### src/sv/received_sequence_interval_tracker_macros.svh
// Assertion macros for the received sequence interval tracker
`ifndef RECEIVED_SEQUENCE_INTERVAL_TRACKER_MACROS_SVH
`define RECEIVED_SEQUENCE_INTERVAL_TRACKER_MACROS_SVH

// antecedent holds -> consequent holds in the same cycle
`define RSIT_ASSERT_SAME(label, ante, cons) \
  label: assert property (@(posedge clk) disable iff (!rst_n) (ante) |-> (cons)) \
    else $error("rsit: same-cycle check failed");

// antecedent holds -> consequent holds in the next cycle
`define RSIT_ASSERT_NEXT(label, ante, cons) \
  label: assert property (@(posedge clk) disable iff (!rst_n) (ante) |=> (cons)) \
    else $error("rsit: next-cycle check failed");

`endif

### src/sv/rsit_pkg.sv
// Package: shared types and constants of the received sequence interval tracker
`timescale 1ns / 1ps
package rsit_pkg;

  localparam int MAX_INTERVALS_DEF = 16;
  localparam int SEQ_W             = 31;
  localparam int BOUND_W           = 32;

  typedef logic [2:0] cell_op_t;

  localparam cell_op_t OP_HOLD       = 3'd0;
  localparam cell_op_t OP_LOAD       = 3'd1;
  localparam cell_op_t OP_FROM_LEFT  = 3'd2;
  localparam cell_op_t OP_FROM_RIGHT = 3'd3;
  localparam cell_op_t OP_SET_START  = 3'd4;
  localparam cell_op_t OP_SET_END    = 3'd5;
  localparam cell_op_t OP_MERGE      = 3'd6;

  typedef struct packed {
    logic end_below;   // end < number
    logic end_equal;   // end == number
    logic start_above; // start > number
    logic start_adj;   // start == number + 1
  } cell_flags_t;

endpackage

### src/sv/rsit_cell.sv
// One interval cell: holds [start, end), compares against the number, shifts with neighbours
`timescale 1ns / 1ps
module rsit_cell
  import rsit_pkg::*;
(
  input  logic               clk,
  input  logic               flag_en,
  input  logic [SEQ_W-1:0]   seq,
  input  cell_op_t           op,
  input  logic [BOUND_W-1:0] left_start,
  input  logic [BOUND_W-1:0] left_end,
  input  logic [BOUND_W-1:0] right_start,
  input  logic [BOUND_W-1:0] right_end,
  output logic [BOUND_W-1:0] start_q,
  output logic [BOUND_W-1:0] end_q,
  output cell_flags_t        flags
);

  logic [BOUND_W-1:0] start_r, start_nxt;
  logic [BOUND_W-1:0] end_r, end_nxt;
  logic [BOUND_W-1:0] seq_ext, seq_inc;
  cell_flags_t        flags_r, flags_nxt;

  assign seq_ext = {1'b0, seq};
  assign seq_inc = seq_ext + BOUND_W'(1);

  always_comb begin
    flags_nxt.end_below   = end_r < seq_ext;
    flags_nxt.end_equal   = end_r == seq_ext;
    flags_nxt.start_above = start_r > seq_ext;
    flags_nxt.start_adj   = start_r == seq_inc;
  end

  always_comb begin
    start_nxt = start_r;
    end_nxt   = end_r;
    case (op)
      OP_HOLD: begin
      end
      OP_LOAD: begin
        start_nxt = seq_ext;
        end_nxt   = seq_inc;
      end
      OP_FROM_LEFT: begin
        start_nxt = left_start;
        end_nxt   = left_end;
      end
      OP_FROM_RIGHT: begin
        start_nxt = right_start;
        end_nxt   = right_end;
      end
      OP_SET_START: start_nxt = seq_ext;
      OP_SET_END:   end_nxt   = seq_inc;
      OP_MERGE:     end_nxt   = right_end;
      default: begin
      end
    endcase
  end

  always_ff @(posedge clk) begin
    start_r <= start_nxt;
    end_r   <= end_nxt;
    if (flag_en) begin
      flags_r <= flags_nxt;
    end
  end

  assign start_q = start_r;
  assign end_q   = end_r;
  assign flags   = flags_r;

endmodule

### src/sv/rsit_ctrl.sv
// Update decision: finds the target cell from the flags and issues one op per cell
`timescale 1ns / 1ps
module rsit_ctrl
  import rsit_pkg::*;
#(
  parameter int MAX_INTERVALS = MAX_INTERVALS_DEF,
  parameter int CNT_W         = $clog2(MAX_INTERVALS + 1)
)(
  input  cell_flags_t [MAX_INTERVALS-1:0] flags,
  input  logic [CNT_W-1:0]                count,
  output cell_op_t    [MAX_INTERVALS-1:0] ops,
  output logic [CNT_W-1:0]                count_nxt,
  output logic                            res_dup,
  output logic                            res_ovf
);

  localparam logic [2:0] ACT_NONE      = 3'd0;
  localparam logic [2:0] ACT_INSERT    = 3'd1;
  localparam logic [2:0] ACT_SET_START = 3'd2;
  localparam logic [2:0] ACT_SET_END   = 3'd3;
  localparam logic [2:0] ACT_MERGE     = 3'd4;

  logic [MAX_INTERVALS-1:0] vld, lt, first, eqv, abv, adjv, nadj;
  logic                     full, f_vld, f_eq, f_above, f_adj, n_adj;
  logic [2:0]               act;

  assign full = count == CNT_W'(MAX_INTERVALS);

  for (genvar k = 0; k < MAX_INTERVALS; k++) begin : g_sel
    assign vld[k]  = CNT_W'(k) < count;
    assign lt[k]   = vld[k] & flags[k].end_below;
    assign eqv[k]  = flags[k].end_equal;
    assign abv[k]  = flags[k].start_above;
    assign adjv[k] = flags[k].start_adj;
    if (k == 0) begin : g_head
      assign first[k] = !lt[k];
    end else begin : g_body
      assign first[k] = !lt[k] && lt[k-1];
    end
    if (k == MAX_INTERVALS - 1) begin : g_last
      assign nadj[k] = 1'b0;
    end else begin : g_mid
      assign nadj[k] = first[k] & vld[k+1] & adjv[k+1];
    end
  end

  assign f_vld   = |(first & vld);
  assign f_eq    = |(first & eqv);
  assign f_above = |(first & abv);
  assign f_adj   = |(first & adjv);
  assign n_adj   = |nadj;

  always_comb begin
    act     = ACT_NONE;
    res_dup = 1'b0;
    res_ovf = 1'b0;
    if (!f_vld) begin
      if (full) res_ovf = 1'b1;
      else      act     = ACT_INSERT;
    end else if (!f_eq) begin
      if (f_above) begin
        if (f_adj)     act     = ACT_SET_START;
        else if (full) res_ovf = 1'b1;
        else           act     = ACT_INSERT;
      end else begin
        res_dup = 1'b1;
      end
    end else begin
      if (n_adj) act = ACT_MERGE;
      else       act = ACT_SET_END;
    end
  end

  always_comb begin
    case (act)
      ACT_INSERT: count_nxt = count + CNT_W'(1);
      ACT_MERGE:  count_nxt = count - CNT_W'(1);
      default:    count_nxt = count;
    endcase
  end

  for (genvar k = 0; k < MAX_INTERVALS; k++) begin : g_op
    logic tail;
    if (k == 0) begin : g_t0
      assign tail = 1'b0;
    end else begin : g_tk
      assign tail = !lt[k-1];
    end
    always_comb begin
      ops[k] = OP_HOLD;
      if (first[k]) begin
        case (act)
          ACT_INSERT:    ops[k] = OP_LOAD;
          ACT_SET_START: ops[k] = OP_SET_START;
          ACT_SET_END:   ops[k] = OP_SET_END;
          ACT_MERGE:     ops[k] = OP_MERGE;
          default:       ops[k] = OP_HOLD;
        endcase
      end else if (tail) begin
        case (act)
          ACT_INSERT: ops[k] = OP_FROM_LEFT;
          ACT_MERGE:  ops[k] = OP_FROM_RIGHT;
          default:    ops[k] = OP_HOLD;
        endcase
      end
    end
  end

endmodule

### src/sv/received_sequence_interval_tracker.sv
// Top level: received sequence interval tracker, a chain of interval cells
//
//   channel | direction | ports
//   --------+-----------+------------------------------------------------
//   in      | input     | in_valid, in_ready, in_seq_number
//   out     | output    | out_valid, out_ready, out_is_duplicate,
//           |           | out_table_overflow
//
// Each item passes a compare step, which registers every cell's compares, and then
// an apply step, which applies the shift, merge or edge update across the chain and
// registers the result. A new item is taken in the apply step.
// Synchronous active-low reset empties the table (count to zero).
// A pending result that is not taken holds the apply cycle and the input.
`timescale 1ns / 1ps
`include "received_sequence_interval_tracker_macros.svh"
module received_sequence_interval_tracker
  import rsit_pkg::*;
#(
  parameter int MAX_INTERVALS = MAX_INTERVALS_DEF
)(
  input  logic             clk,
  input  logic             rst_n,
  input  logic             in_valid,
  output logic             in_ready,
  input  logic [SEQ_W-1:0] in_seq_number,
  output logic             out_valid,
  input  logic             out_ready,
  output logic             out_is_duplicate,
  output logic             out_table_overflow
);

  localparam int CNT_W = $clog2(MAX_INTERVALS + 1);

  localparam logic [1:0] ST_IDLE  = 2'd0;
  localparam logic [1:0] ST_CMP   = 2'd1;
  localparam logic [1:0] ST_APPLY = 2'd2;

  logic [1:0]       state_r, state_nxt;
  logic [SEQ_W-1:0] seq_r;
  logic [CNT_W-1:0] count_r, count_nxt;
  logic             out_valid_r, dup_r, ovf_r;
  logic             in_fire, apply_fire, res_dup, res_ovf;

  cell_flags_t [MAX_INTERVALS-1:0] flags;
  cell_op_t    [MAX_INTERVALS-1:0] ops;
  logic [BOUND_W-1:0]              start_q [MAX_INTERVALS];
  logic [BOUND_W-1:0]              end_q   [MAX_INTERVALS];

  assign apply_fire = (state_r == ST_APPLY) && (!out_valid_r || out_ready);
  assign in_ready   = (state_r == ST_IDLE) || apply_fire;
  assign in_fire    = in_valid && in_ready;

  always_comb begin
    case (state_r)
      ST_IDLE:  state_nxt = in_fire ? ST_CMP : ST_IDLE;
      ST_CMP:   state_nxt = ST_APPLY;
      ST_APPLY: state_nxt = in_fire ? ST_CMP : (apply_fire ? ST_IDLE : ST_APPLY);
      default:  state_nxt = ST_IDLE;
    endcase
  end

  always_ff @(posedge clk) begin
    if (!rst_n) begin
      state_r     <= ST_IDLE;
      count_r     <= '0;
      out_valid_r <= 1'b0;
    end else begin
      state_r <= state_nxt;
      if (apply_fire) begin
        count_r     <= count_nxt;
        out_valid_r <= 1'b1;
      end else if (out_ready) begin
        out_valid_r <= 1'b0;
      end
    end
  end

  always_ff @(posedge clk) begin
    if (in_fire) begin
      seq_r <= in_seq_number;
    end
    if (apply_fire) begin
      dup_r <= res_dup;
      ovf_r <= res_ovf;
    end
  end

  for (genvar k = 0; k < MAX_INTERVALS; k++) begin : g_cell
    logic [BOUND_W-1:0] l_start, l_end, r_start, r_end;
    if (k == 0) begin : g_l0
      assign l_start = start_q[k];
      assign l_end   = end_q[k];
    end else begin : g_lk
      assign l_start = start_q[k-1];
      assign l_end   = end_q[k-1];
    end
    if (k == MAX_INTERVALS - 1) begin : g_rn
      assign r_start = start_q[k];
      assign r_end   = end_q[k];
    end else begin : g_rk
      assign r_start = start_q[k+1];
      assign r_end   = end_q[k+1];
    end
    rsit_cell u_cell (
      .clk         (clk),
      .flag_en     (state_r == ST_CMP),
      .seq         (seq_r),
      .op          (apply_fire ? ops[k] : OP_HOLD),
      .left_start  (l_start),
      .left_end    (l_end),
      .right_start (r_start),
      .right_end   (r_end),
      .start_q     (start_q[k]),
      .end_q       (end_q[k]),
      .flags       (flags[k])
    );
  end

  rsit_ctrl #(
    .MAX_INTERVALS (MAX_INTERVALS),
    .CNT_W         (CNT_W)
  ) u_ctrl (
    .flags     (flags),
    .count     (count_r),
    .ops       (ops),
    .count_nxt (count_nxt),
    .res_dup   (res_dup),
    .res_ovf   (res_ovf)
  );

  assign out_valid          = out_valid_r;
  assign out_is_duplicate   = dup_r;
  assign out_table_overflow = ovf_r;

  `RSIT_ASSERT_SAME(a_ovf_only_full, apply_fire && res_ovf, count_r == CNT_W'(MAX_INTERVALS))
  `RSIT_ASSERT_SAME(a_dup_ovf_excl, apply_fire, !(res_dup && res_ovf))
  `RSIT_ASSERT_NEXT(a_dup_keeps_count, apply_fire && res_dup, count_r == $past(count_r))
  `RSIT_ASSERT_NEXT(a_take_then_cmp, in_fire, state_r == ST_CMP)
  `RSIT_ASSERT_NEXT(a_apply_gives_out, apply_fire, out_valid_r)

endmodule
### config.mk
export PLATFORM = sky130hd
export DESIGN_NAME = received_sequence_interval_tracker
export DESIGN_NICKNAME = d
export VERILOG_FILES = /design/src/sv/rsit_pkg.sv /design/src/sv/rsit_cell.sv /design/src/sv/rsit_ctrl.sv /design/src/sv/received_sequence_interval_tracker.sv
export VERILOG_INCLUDE_DIRS = /design/src /design/src/sv
export SDC_FILE = /design/constraint.sdc
export NUM_CORES = 2
export LEC_CHECK = 0
export BUFFER_PORTS_ARGS = -buffer_cell sky130_fd_sc_hd__buf_2
export CAP_MARGIN = 20
export CORE_ASPECT_RATIO = 1.2
export CORE_UTILIZATION = 55
export CTS_BUF_LIST = sky130_fd_sc_hd__clkbuf_16
export DETAILED_ROUTE_END_ITERATION = 10
export HOLD_SLACK_MARGIN = 0.15
export MAX_ROUTING_LAYER = met4
export PLACE_DENSITY = 0.71
export SLEW_MARGIN = 20
export SYNTH_ARGS = -nofsm -noshare
export SYNTH_HDL_FRONTEND = slang
export SYNTH_SLANG_ARGS = --single-unit
### constraint.sdc
create_clock -name clk -period 9.3 [get_ports clk]
set_input_delay 1.86 -clock clk [delete_from_list [all_inputs] [get_ports clk]]
set_output_delay 1.86 -clock clk [all_outputs]
set_load 0.05 [all_outputs]
# Word-level counts from Yosys, hierarchy flattened
# Index checks and enable logic that the tools add are counted.
[word_totals] ff_bits=1129 output_inout_bits=4 inputBits=35 wordCells=561
[classes] n_lt_le_gt_ge=48 eq_ne=132 bitwise_logic=51 mux=100 reduce_logical=125 n_addsub=3
[op_table] cell="32-bit case mux with 3 select lines" count=28
[op_table] cell="32-bit by 31-bit equality test with 1-bit output" count=16
[op_table] cell="32-bit equality test" count=16
[op_table] cell="32-bit by 31-bit > comparator with 1-bit output" count=16
[op_table] cell="32-bit by 31-bit < comparator with 1-bit output" count=16
[op_table] cell="32-bit case mux with 2 select lines" count=4
[op_table] cell="3-bit equality test, second input constant" count=48
[op_table] cell="3-bit two-way mux" count=40
[op_table] cell="3-bit by 2-bit equality test with 1-bit output, second input constant" count=32
[op_table] cell="2-bit OR reduction" count=47
[op_table] cell="3-bit nonzero test" count=28
[op_table] cell="16-bit bitwise AND" count=4
[op_table] cell="16-bit OR reduction" count=4
[op_table] cell="3-bit by 1-bit equality test with 1-bit output, second input constant" count=17
[op_table] cell="1-bit bitwise AND" count=46
[op_table] cell="4-bit by 5-bit < comparator with 1-bit output, first input constant" count=8
[op_table] cell="31-bit by 1-bit adder with 32-bit output, second input constant" count=1
[op_table] cell="2-bit two-way mux" count=14
[op_table] cell="3-bit by 5-bit < comparator with 1-bit output, first input constant" count=4
[op_table] cell="1-bit logical AND" count=17
[op_table] cell="1-bit logical NOT" count=17
[op_table] cell="17-bit OR reduction" count=1
[op_table] cell="15-bit OR reduction" count=1
[op_table] cell="3-bit case mux with 4 select lines" count=1
[op_table] cell="other kinds (16)" count=33

# Longest topological paths before layout
[logic_depth] depth_word=18 mapped_depth=18 depth_no_buf=13

# Cells and area by module
# A second synthesis with hierarchy kept.
[unflattened] cells_unflattened=10284 hier_area_um2=98278.0
[by_module_without_submodules] mod="rsit_cell at g_cell[0].u_cell ..." area_each_um2=5893.2 seq_area_each_um2=2042.0 instances=15 cells_per_inst=614
[by_module_without_submodules] mod="rsit_cell at g_cell[2].u_cell" area_each_um2=6243.5 seq_area_each_um2=2042.0 instances=1 cells_per_inst=649
[by_module_without_submodules] mod="rsit_ctrl" area_each_um2=1940.6 seq_area_each_um2=0.0 instances=1 cells_per_inst=303
[by_module_without_submodules] mod="received_sequence_interval_tracker" area_each_um2=1696.6 seq_area_each_um2=1151.1 instances=1 cells_per_inst=122

# Least setup slack after synthesis
# No wires, ideal clock.
[synth_timing] kind="input to register" startpoint="input out_ready" endpoint="register g_cell[3].u_cell.start_r[0], enable pin" cell_stages=10 t_required_ns=8.830 setup_slack_ns=2.762 setup_ns=0.470 path_buffers=3 arrival_time_ns=6.068 path_cell_list="nand2b_1 -> nand2b_1 -> clkbuf_1 -> nor4_4 -> buf_2 -> nand2_1 -> o21ai_1 -> clkbuf_1 -> a21oi_1 -> a211oi_1"
[synth_via] elab_chain_len=6 word_cells_on_any_way=9 classes_between="eq/ne: 4; mux: 1; reduce/logical: 4"
[synth_lines] item="from (decl)" line_no="received_sequence_interval_tracker.sv:27" source="input logic out_ready,"
[synth_lines] item="1-bit logical OR *" line_no="received_sequence_interval_tracker.sv:49" source="assign apply_fire = (state_r == ST_APPLY) && (!out_valid_r || out_ready);"
[synth_lines] item="1-bit logical AND *" line_no="received_sequence_interval_tracker.sv:49"
[synth_lines] item="3-bit two-way mux *" line_no="received_sequence_interval_tracker.sv:108" source=".op (apply_fire ? ops[k] : OP_HOLD),"
[synth_lines] item="3-bit equality test / 3-bit by 1-bit equality test with 1-bit output (equally long branches)" line_no="rsit_cell.sv:37" source="case (op)"
[synth_lines] item="2-bit OR reduction (no line)"
[synth_lines] item="3-bit nonzero test (no line) *"
[synth_lines] item="to (signal assigned)" line_no="rsit_cell.sv:61" source="start_r <= start_nxt;"
[synth_lines] item="to (decl)" line_no="rsit_cell.sv:19" source="logic [BOUND_W-1:0] start_r, start_nxt;"
# Mark *: on every way between the ends. The rest lies on a longest branch, timed or not.
# A chain may end at the register's enable or synchronous reset.

# Worst setup path in the final report
[layout_timing] startpoint="register count_r[4]" endpoint="register g_cell[14].u_cell.end_r[22], enable pin"
[layout_via] elab_chain_len=18 word_cells_on_any_way=126 classes_between="order compare: 16; eq/ne: 10; mux: 11; bitwise: 50; reduce/logical: 39"
[layout_lines] item="from (decl)" line_no="received_sequence_interval_tracker.sv:40" source="logic [CNT_W-1:0] count_r, count_nxt;"
[layout_lines] item="from (signal assigned)" line_no="received_sequence_interval_tracker.sv:70" source="count_r <= count_nxt;"
[layout_lines] item="1-bit by 5-bit < comparator with 1-bit output, or another cell as far along" line_no="rsit_ctrl.sv:30" source="assign vld[k] = CNT_W'(k) < count;"
[layout_lines] item="1-bit bitwise AND" line_no="rsit_ctrl.sv:31" source="assign lt[k] = vld[k] & flags[k].end_below;"
[layout_lines] item="1-bit logical NOT" line_no="rsit_ctrl.sv:38" source="assign first[k] = !lt[k] && lt[k-1];"
[layout_lines] item="1-bit logical AND" line_no="rsit_ctrl.sv:38"
[layout_lines] item="16-bit bitwise AND / 1-bit bitwise AND (equally long branches)" line_no="rsit_ctrl.sv:50, rsit_ctrl.sv:43"
[layout_lines] item="16-bit OR reduction / 1-bit bitwise AND (equally long branches)" line_no="rsit_ctrl.sv:50, rsit_ctrl.sv:43"
[layout_lines] item="3-bit two-way mux / 15-bit OR reduction (equally long branches)" line_no="rsit_ctrl.sv:62, rsit_ctrl.sv:51"
[layout_lines] item="3-bit two-way mux (on tied branches)" line_no="rsit_ctrl.sv:61, rsit_ctrl.sv:69"
[layout_lines] item="[2 not listed]"
[layout_lines] item="3-bit equality test / 3-bit by 1-bit equality test with 1-bit output (equally long branches)" line_no="rsit_ctrl.sv:92, rsit_ctrl.sv:100"
[layout_lines] item="2-bit case mux with 2 select lines" line_no="rsit_ctrl.sv:100" source="case (act)"
[layout_lines] item="2-bit two-way mux" line_no="rsit_ctrl.sv:99" source="end else if (tail) begin"
[layout_lines] item="3-bit two-way mux *" line_no="rsit_ctrl.sv:91" source="if (first[k]) begin"
[layout_lines] item="3-bit two-way mux *" line_no="received_sequence_interval_tracker.sv:108"
[layout_lines] item="3-bit by 1-bit equality test with 1-bit output, or another cell as far along" line_no="rsit_cell.sv:37"
[layout_lines] item="2-bit OR reduction (no line)"
[layout_lines] item="3-bit nonzero test (no line) *"
[layout_lines] item="to (signal assigned)" line_no="rsit_cell.sv:62" source="end_r <= end_nxt;"
[layout_lines] item="to (decl)" line_no="rsit_cell.sv:20" source="logic [BOUND_W-1:0] end_r, end_nxt;"
# Marks and branches as above.

==> results.json <==
{
  "fp.dieH_um": 422,
  "synth_cell_types": 88,
  "max_cap_viol_count": 0,
  "skew_ns": 0.0345,
  "r2r.worst_path.cells": 13,
  "placement.setup.worst_slack_ns": 3.17,
  "endpoint_kind": "register",
  "quantity_of_gates_resized_following_cts": 0,
  "combinationalPowerShare_pct": 14.9,
  "numCtsBuffers": 131,
  "postLayoutCoreUtil_pct": 60.8,
  "fp.coreArea_um2": 145000,
  "detail_route.iter0.violations": 8943,
  "critical_path.reg2reg.startpoint": "count_r[4]",
  "crit_start": "count_r[4]",
  "share_of_final_layout_standard_cells_stronger_than_drive_strength_1_pct": 8.83,
  "global_route_wire_length_before_repair_mm": 458,
  "place_inst": 9633,
  "finalHoldViolCount": 0,
  "global_route.usage.total_pct": 42.5,
  "power_per_cell_area_nw_per_um2": 154,
  "place_congestion": 1.07,
  "ys_dominant_reg_cell": "sky130_fd_sc_hd__edfxtp_1",
  "cell_taking_the_most_area_after_synthesis": "sky130_fd_sc_hd__edfxtp_1",
  "ctsHoldBuffers": 0,
  "critical_path.cell_chain": "buf_4, o21ai_0, nor2_1, o211ai_1, nor4_2, nor3_4, nand2_2, buf_4, a21oi_2, buf_4, nor2b_2, nand2_1, buf_4",
  "cp_data_arrival_time_ns": 6.49,
  "viasPerCell": 7.22,
  "switching_share_pct": 28.5,
  "netSwitchingPower_w": 0.00389,
  "synth.cells.most_frequent": "sky130_fd_sc_hd__edfxtp_1, sky130_fd_sc_hd__ha_1, sky130_fd_sc_hd__nand2_1",
  "layout_setup_ws_ns": 3.32,
  "cp_slowest_stage_delay_ns": 0.84,
  "cp_num_cells": 13,
  "dr_total_vias": 71300,
  "most_prevalent_standard_cell_on_the_critical_path": "sky130_fd_sc_hd__buf_4",
  "mappedNetlistNets": 8931,
  "drtPass1Iterations": 6,
  "die_area_um2": 149000,
  "rrSetupSlack_ns": 3.32,
  "area_growth_pct": 9.17,
  "num-nets-final": 8864,
  "max_freq_ghz": 0.167,
  "tritoncts": "yes",
  "rsz0062_at_grt": "no",
  "yosys_warnings": 0,
  "insertion_delay_ns": 0.83,
  "globalRoute.totalOverflow": 0,
  "req_time_crit_path_ns": 9.81,
  "synth_edf_count": 1121,
  "worstSetupStartpointType": "register",
  "synth.most_common_cell": "sky130_fd_sc_hd__edfxtp_1",
  "grt_start_max_net_pins": 66,
  "number_of_port_buffers": 38,
  "fin_crit_sh_pct": 64.3,
  "number_of_buffers_added_for_setup_after_cts": 0,
  "ys_async_sr_fraction_pct": 0,
  "synthesis.area_um2": 81000,
  "ff_to_ff_end": "g_cell[14].u_cell.end_q[22]",
  "timing.critical_path.fanout_max": 33,
  "cts_num_sinks": 1129,
  "dp.final_hpwl_mm": 226,
  "route.detailed.drc": 0,
  "final_antenna_net_count": 0,
  "layout.cells.non_filler": 9879,
  "worst_hold_class": "register to register",
  "criticalPathCategory": "register to register",
  "synth-seq-cells": 1129,
  "netlist_top_cells_area": "sky130_fd_sc_hd__edfxtp_1, sky130_fd_sc_hd__ha_1, sky130_fd_sc_hd__a221o_1",
  "grt_antenna_before_repair": 10,
  "pint_w": 0.00977,
  "slowest_stage": "sky130_fd_sc_hd__nor4_2",
  "cp_num_buf_inv": 4,
  "clk_pin_slew_ns": 0.06,
  "floorplan.initialDensity_pct": 55.7,
  "status": "completed",
  "die_width_um": 352,
  "worst_ir_drop_vdd_mv": 0.205,
  "timing_max_transition_violations_final": 0,
  "post_synth_inst_count": 7899,
  "synthDominantCellAreaShare_pct": 41.5,
  "p_leak_nw": 35.1,
  "clk_path_buf_depth": 3,
  "root_buffer": "sky130_fd_sc_hd__clkbuf_16",
  "seq_power_share_pct": 45.1,
  "cpLargestDelayFamily": "simple AND/OR/NAND/NOR gates",
  "synth_sequential_area_ratio_pct": 41.7,
  "period_needed_ns": 5.98,
  "slew_headroom_pct": 20.5,
  "pin_count": 39,
  "placementRows": 153,
  "setup_tns_ns": 0,
  "worst_slew_pin_slew_ns": 1.18,
  "routedWlPerCell_um": 31.8,
  "timing.final.setup_violations": 0,
  "clockPowerShare_pct": 40.1,
  "avg_inst_size_synth_um2": 10.3,
  "detail_route.wirelength_mm": 314,
  "setup.worst_path.end": "g_cell[14].u_cell.end_q[22]",
  "cts-htree-levels": 4,
  "via_count_of_the_first_global_routing_pass": 69800
}
kinds of logic (layout without fill, tap and decap cells):
kind of cell | Yosys count | in the layout | synth area share [%]
and+or+nand+nor | 2559 | 2559 | 15.1
AOI/OAI and AO/OA | 2046 | 2046 | 18.4
DFF | 1129 | 1129 | 41.7
adders and majority gates | 997 | 997 | 15.4
buffers and inverters | 605 | 635 | 3.14
xor gates and xnor gates | 530 | 530 | 5.74
muxes | 33 | 33 | 0.456
other | 0 | 13 | 0
flip-flops by register name, indices dropped and copies added (netlist names):
signal,flops
state_r,2
g_cell.u_cell.flags,64
seq_r,31
g_cell.u_cell.start_q,512
count_r,5
out_is_duplicate,1
out_table_overflow,1
g_cell.u_cell.end_q,512
out_valid,1
worst min-delay path by stage:
| stage | startpoint | end | slack [ns] | cells after the start |
|---|---|---|---|---|
| 4_1_cts | out_valid | out_valid | 0.53 | 2 |
| 2_1_floorplan | state_r[0] | state_r[1] | 0.49 | 3 |
| 3_5_place_dp | out_valid | out_valid | 0.52 | 2 |
| 3_3_place_gp | out_valid | out_valid | 0.51 | 2 |
| 6_report | out_valid | out_valid | 0.53 | 2 |
| 5_1_grt | out_valid | out_valid | 0.57 | 2 |
power by group through the flow:
stage / combinational (W) / sequential, W / clock (W)
4_1_cts: 0.00195 / 0.00615 / 0.00546
5_1_grt: 0.00217 / 0.00617 / 0.00564
3_5_place_dp: 0.00193 / 0.00625 / 0
2_1_floorplan: 0.00126 / 0.00612 / 0
3_3_place_gp: 0.00184 / 0.00626 / 0
6_report: 0.00203 / 0.00616 / 0.00547
per-stage QoR:
step | cell area (um^2) | hold WS, ns | total power [W]
final | 88500 | 0.529 | 0.0137
after global routing | 88400 | 0.575 | 0.0140
after CTS | 88300 | 0.532 | 0.0136
after detailed placement | 84000 | 0.521 | 0.00818
after global placement | 84000 | 0.514 | 0.00810
after floorplan | 81000 | 0.495 | 0.00738
worst min-delay path, stage by stage (launching register included):
cell,delay (ns)
sky130_fd_sc_hd__dfxtp_1,0.31
sky130_fd_sc_hd__nand2b_1,0.09
sky130_fd_sc_hd__a21boi_0,0.08
cell type report:
cell class | count | area, um^2
well taps | 1937 | 2420
clock buffers | 138 | 3450
flip-flops and latches | 1129 | 33800
multi-input cells | 6165 | 45300
repair buffers | 291 | 2140
fillers | 12100 | 57000
inverters | 114 | 428
clock inverters | 92 | 906
diodes | 13 | 32.5
routing by layer:
layer	track usage [%]	vias up	wire, um
met5	-	-	0
met4	32.4	0	30000
met3	9.74	1813	33400
met2	66.8	5181	144000
met1	46.9	34100	107000
li1	-	30200	-
cell usage in the layout (no fill, tap or decap), types with 64 or more instances in the layout:
cell type and count:
sky130_fd_sc_hd__edfxtp_1 1121, sky130_fd_sc_hd__ha_1 997, sky130_fd_sc_hd__nand2_1 838, sky130_fd_sc_hd__nor2_1 633
sky130_fd_sc_hd__a221o_1 392, sky130_fd_sc_hd__o21ai_0 344, sky130_fd_sc_hd__a21oi_1 335, sky130_fd_sc_hd__nand4_1 311
sky130_fd_sc_hd__a22oi_1 311, sky130_fd_sc_hd__xor2_1 268, sky130_fd_sc_hd__buf_4 248, sky130_fd_sc_hd__xnor2_1 231
sky130_fd_sc_hd__nor2b_1 210, sky130_fd_sc_hd__o21a_1 154, sky130_fd_sc_hd__a21o_1 152, sky130_fd_sc_hd__nand2b_1 146
sky130_fd_sc_hd__clkbuf_16 138, sky130_fd_sc_hd__inv_1 111, sky130_fd_sc_hd__nor4_1 89, sky130_fd_sc_hd__nand3_1 81
sky130_fd_sc_hd__nor3_1 77, sky130_fd_sc_hd__a22o_1 64
Power figures use the tool's default switching activity.
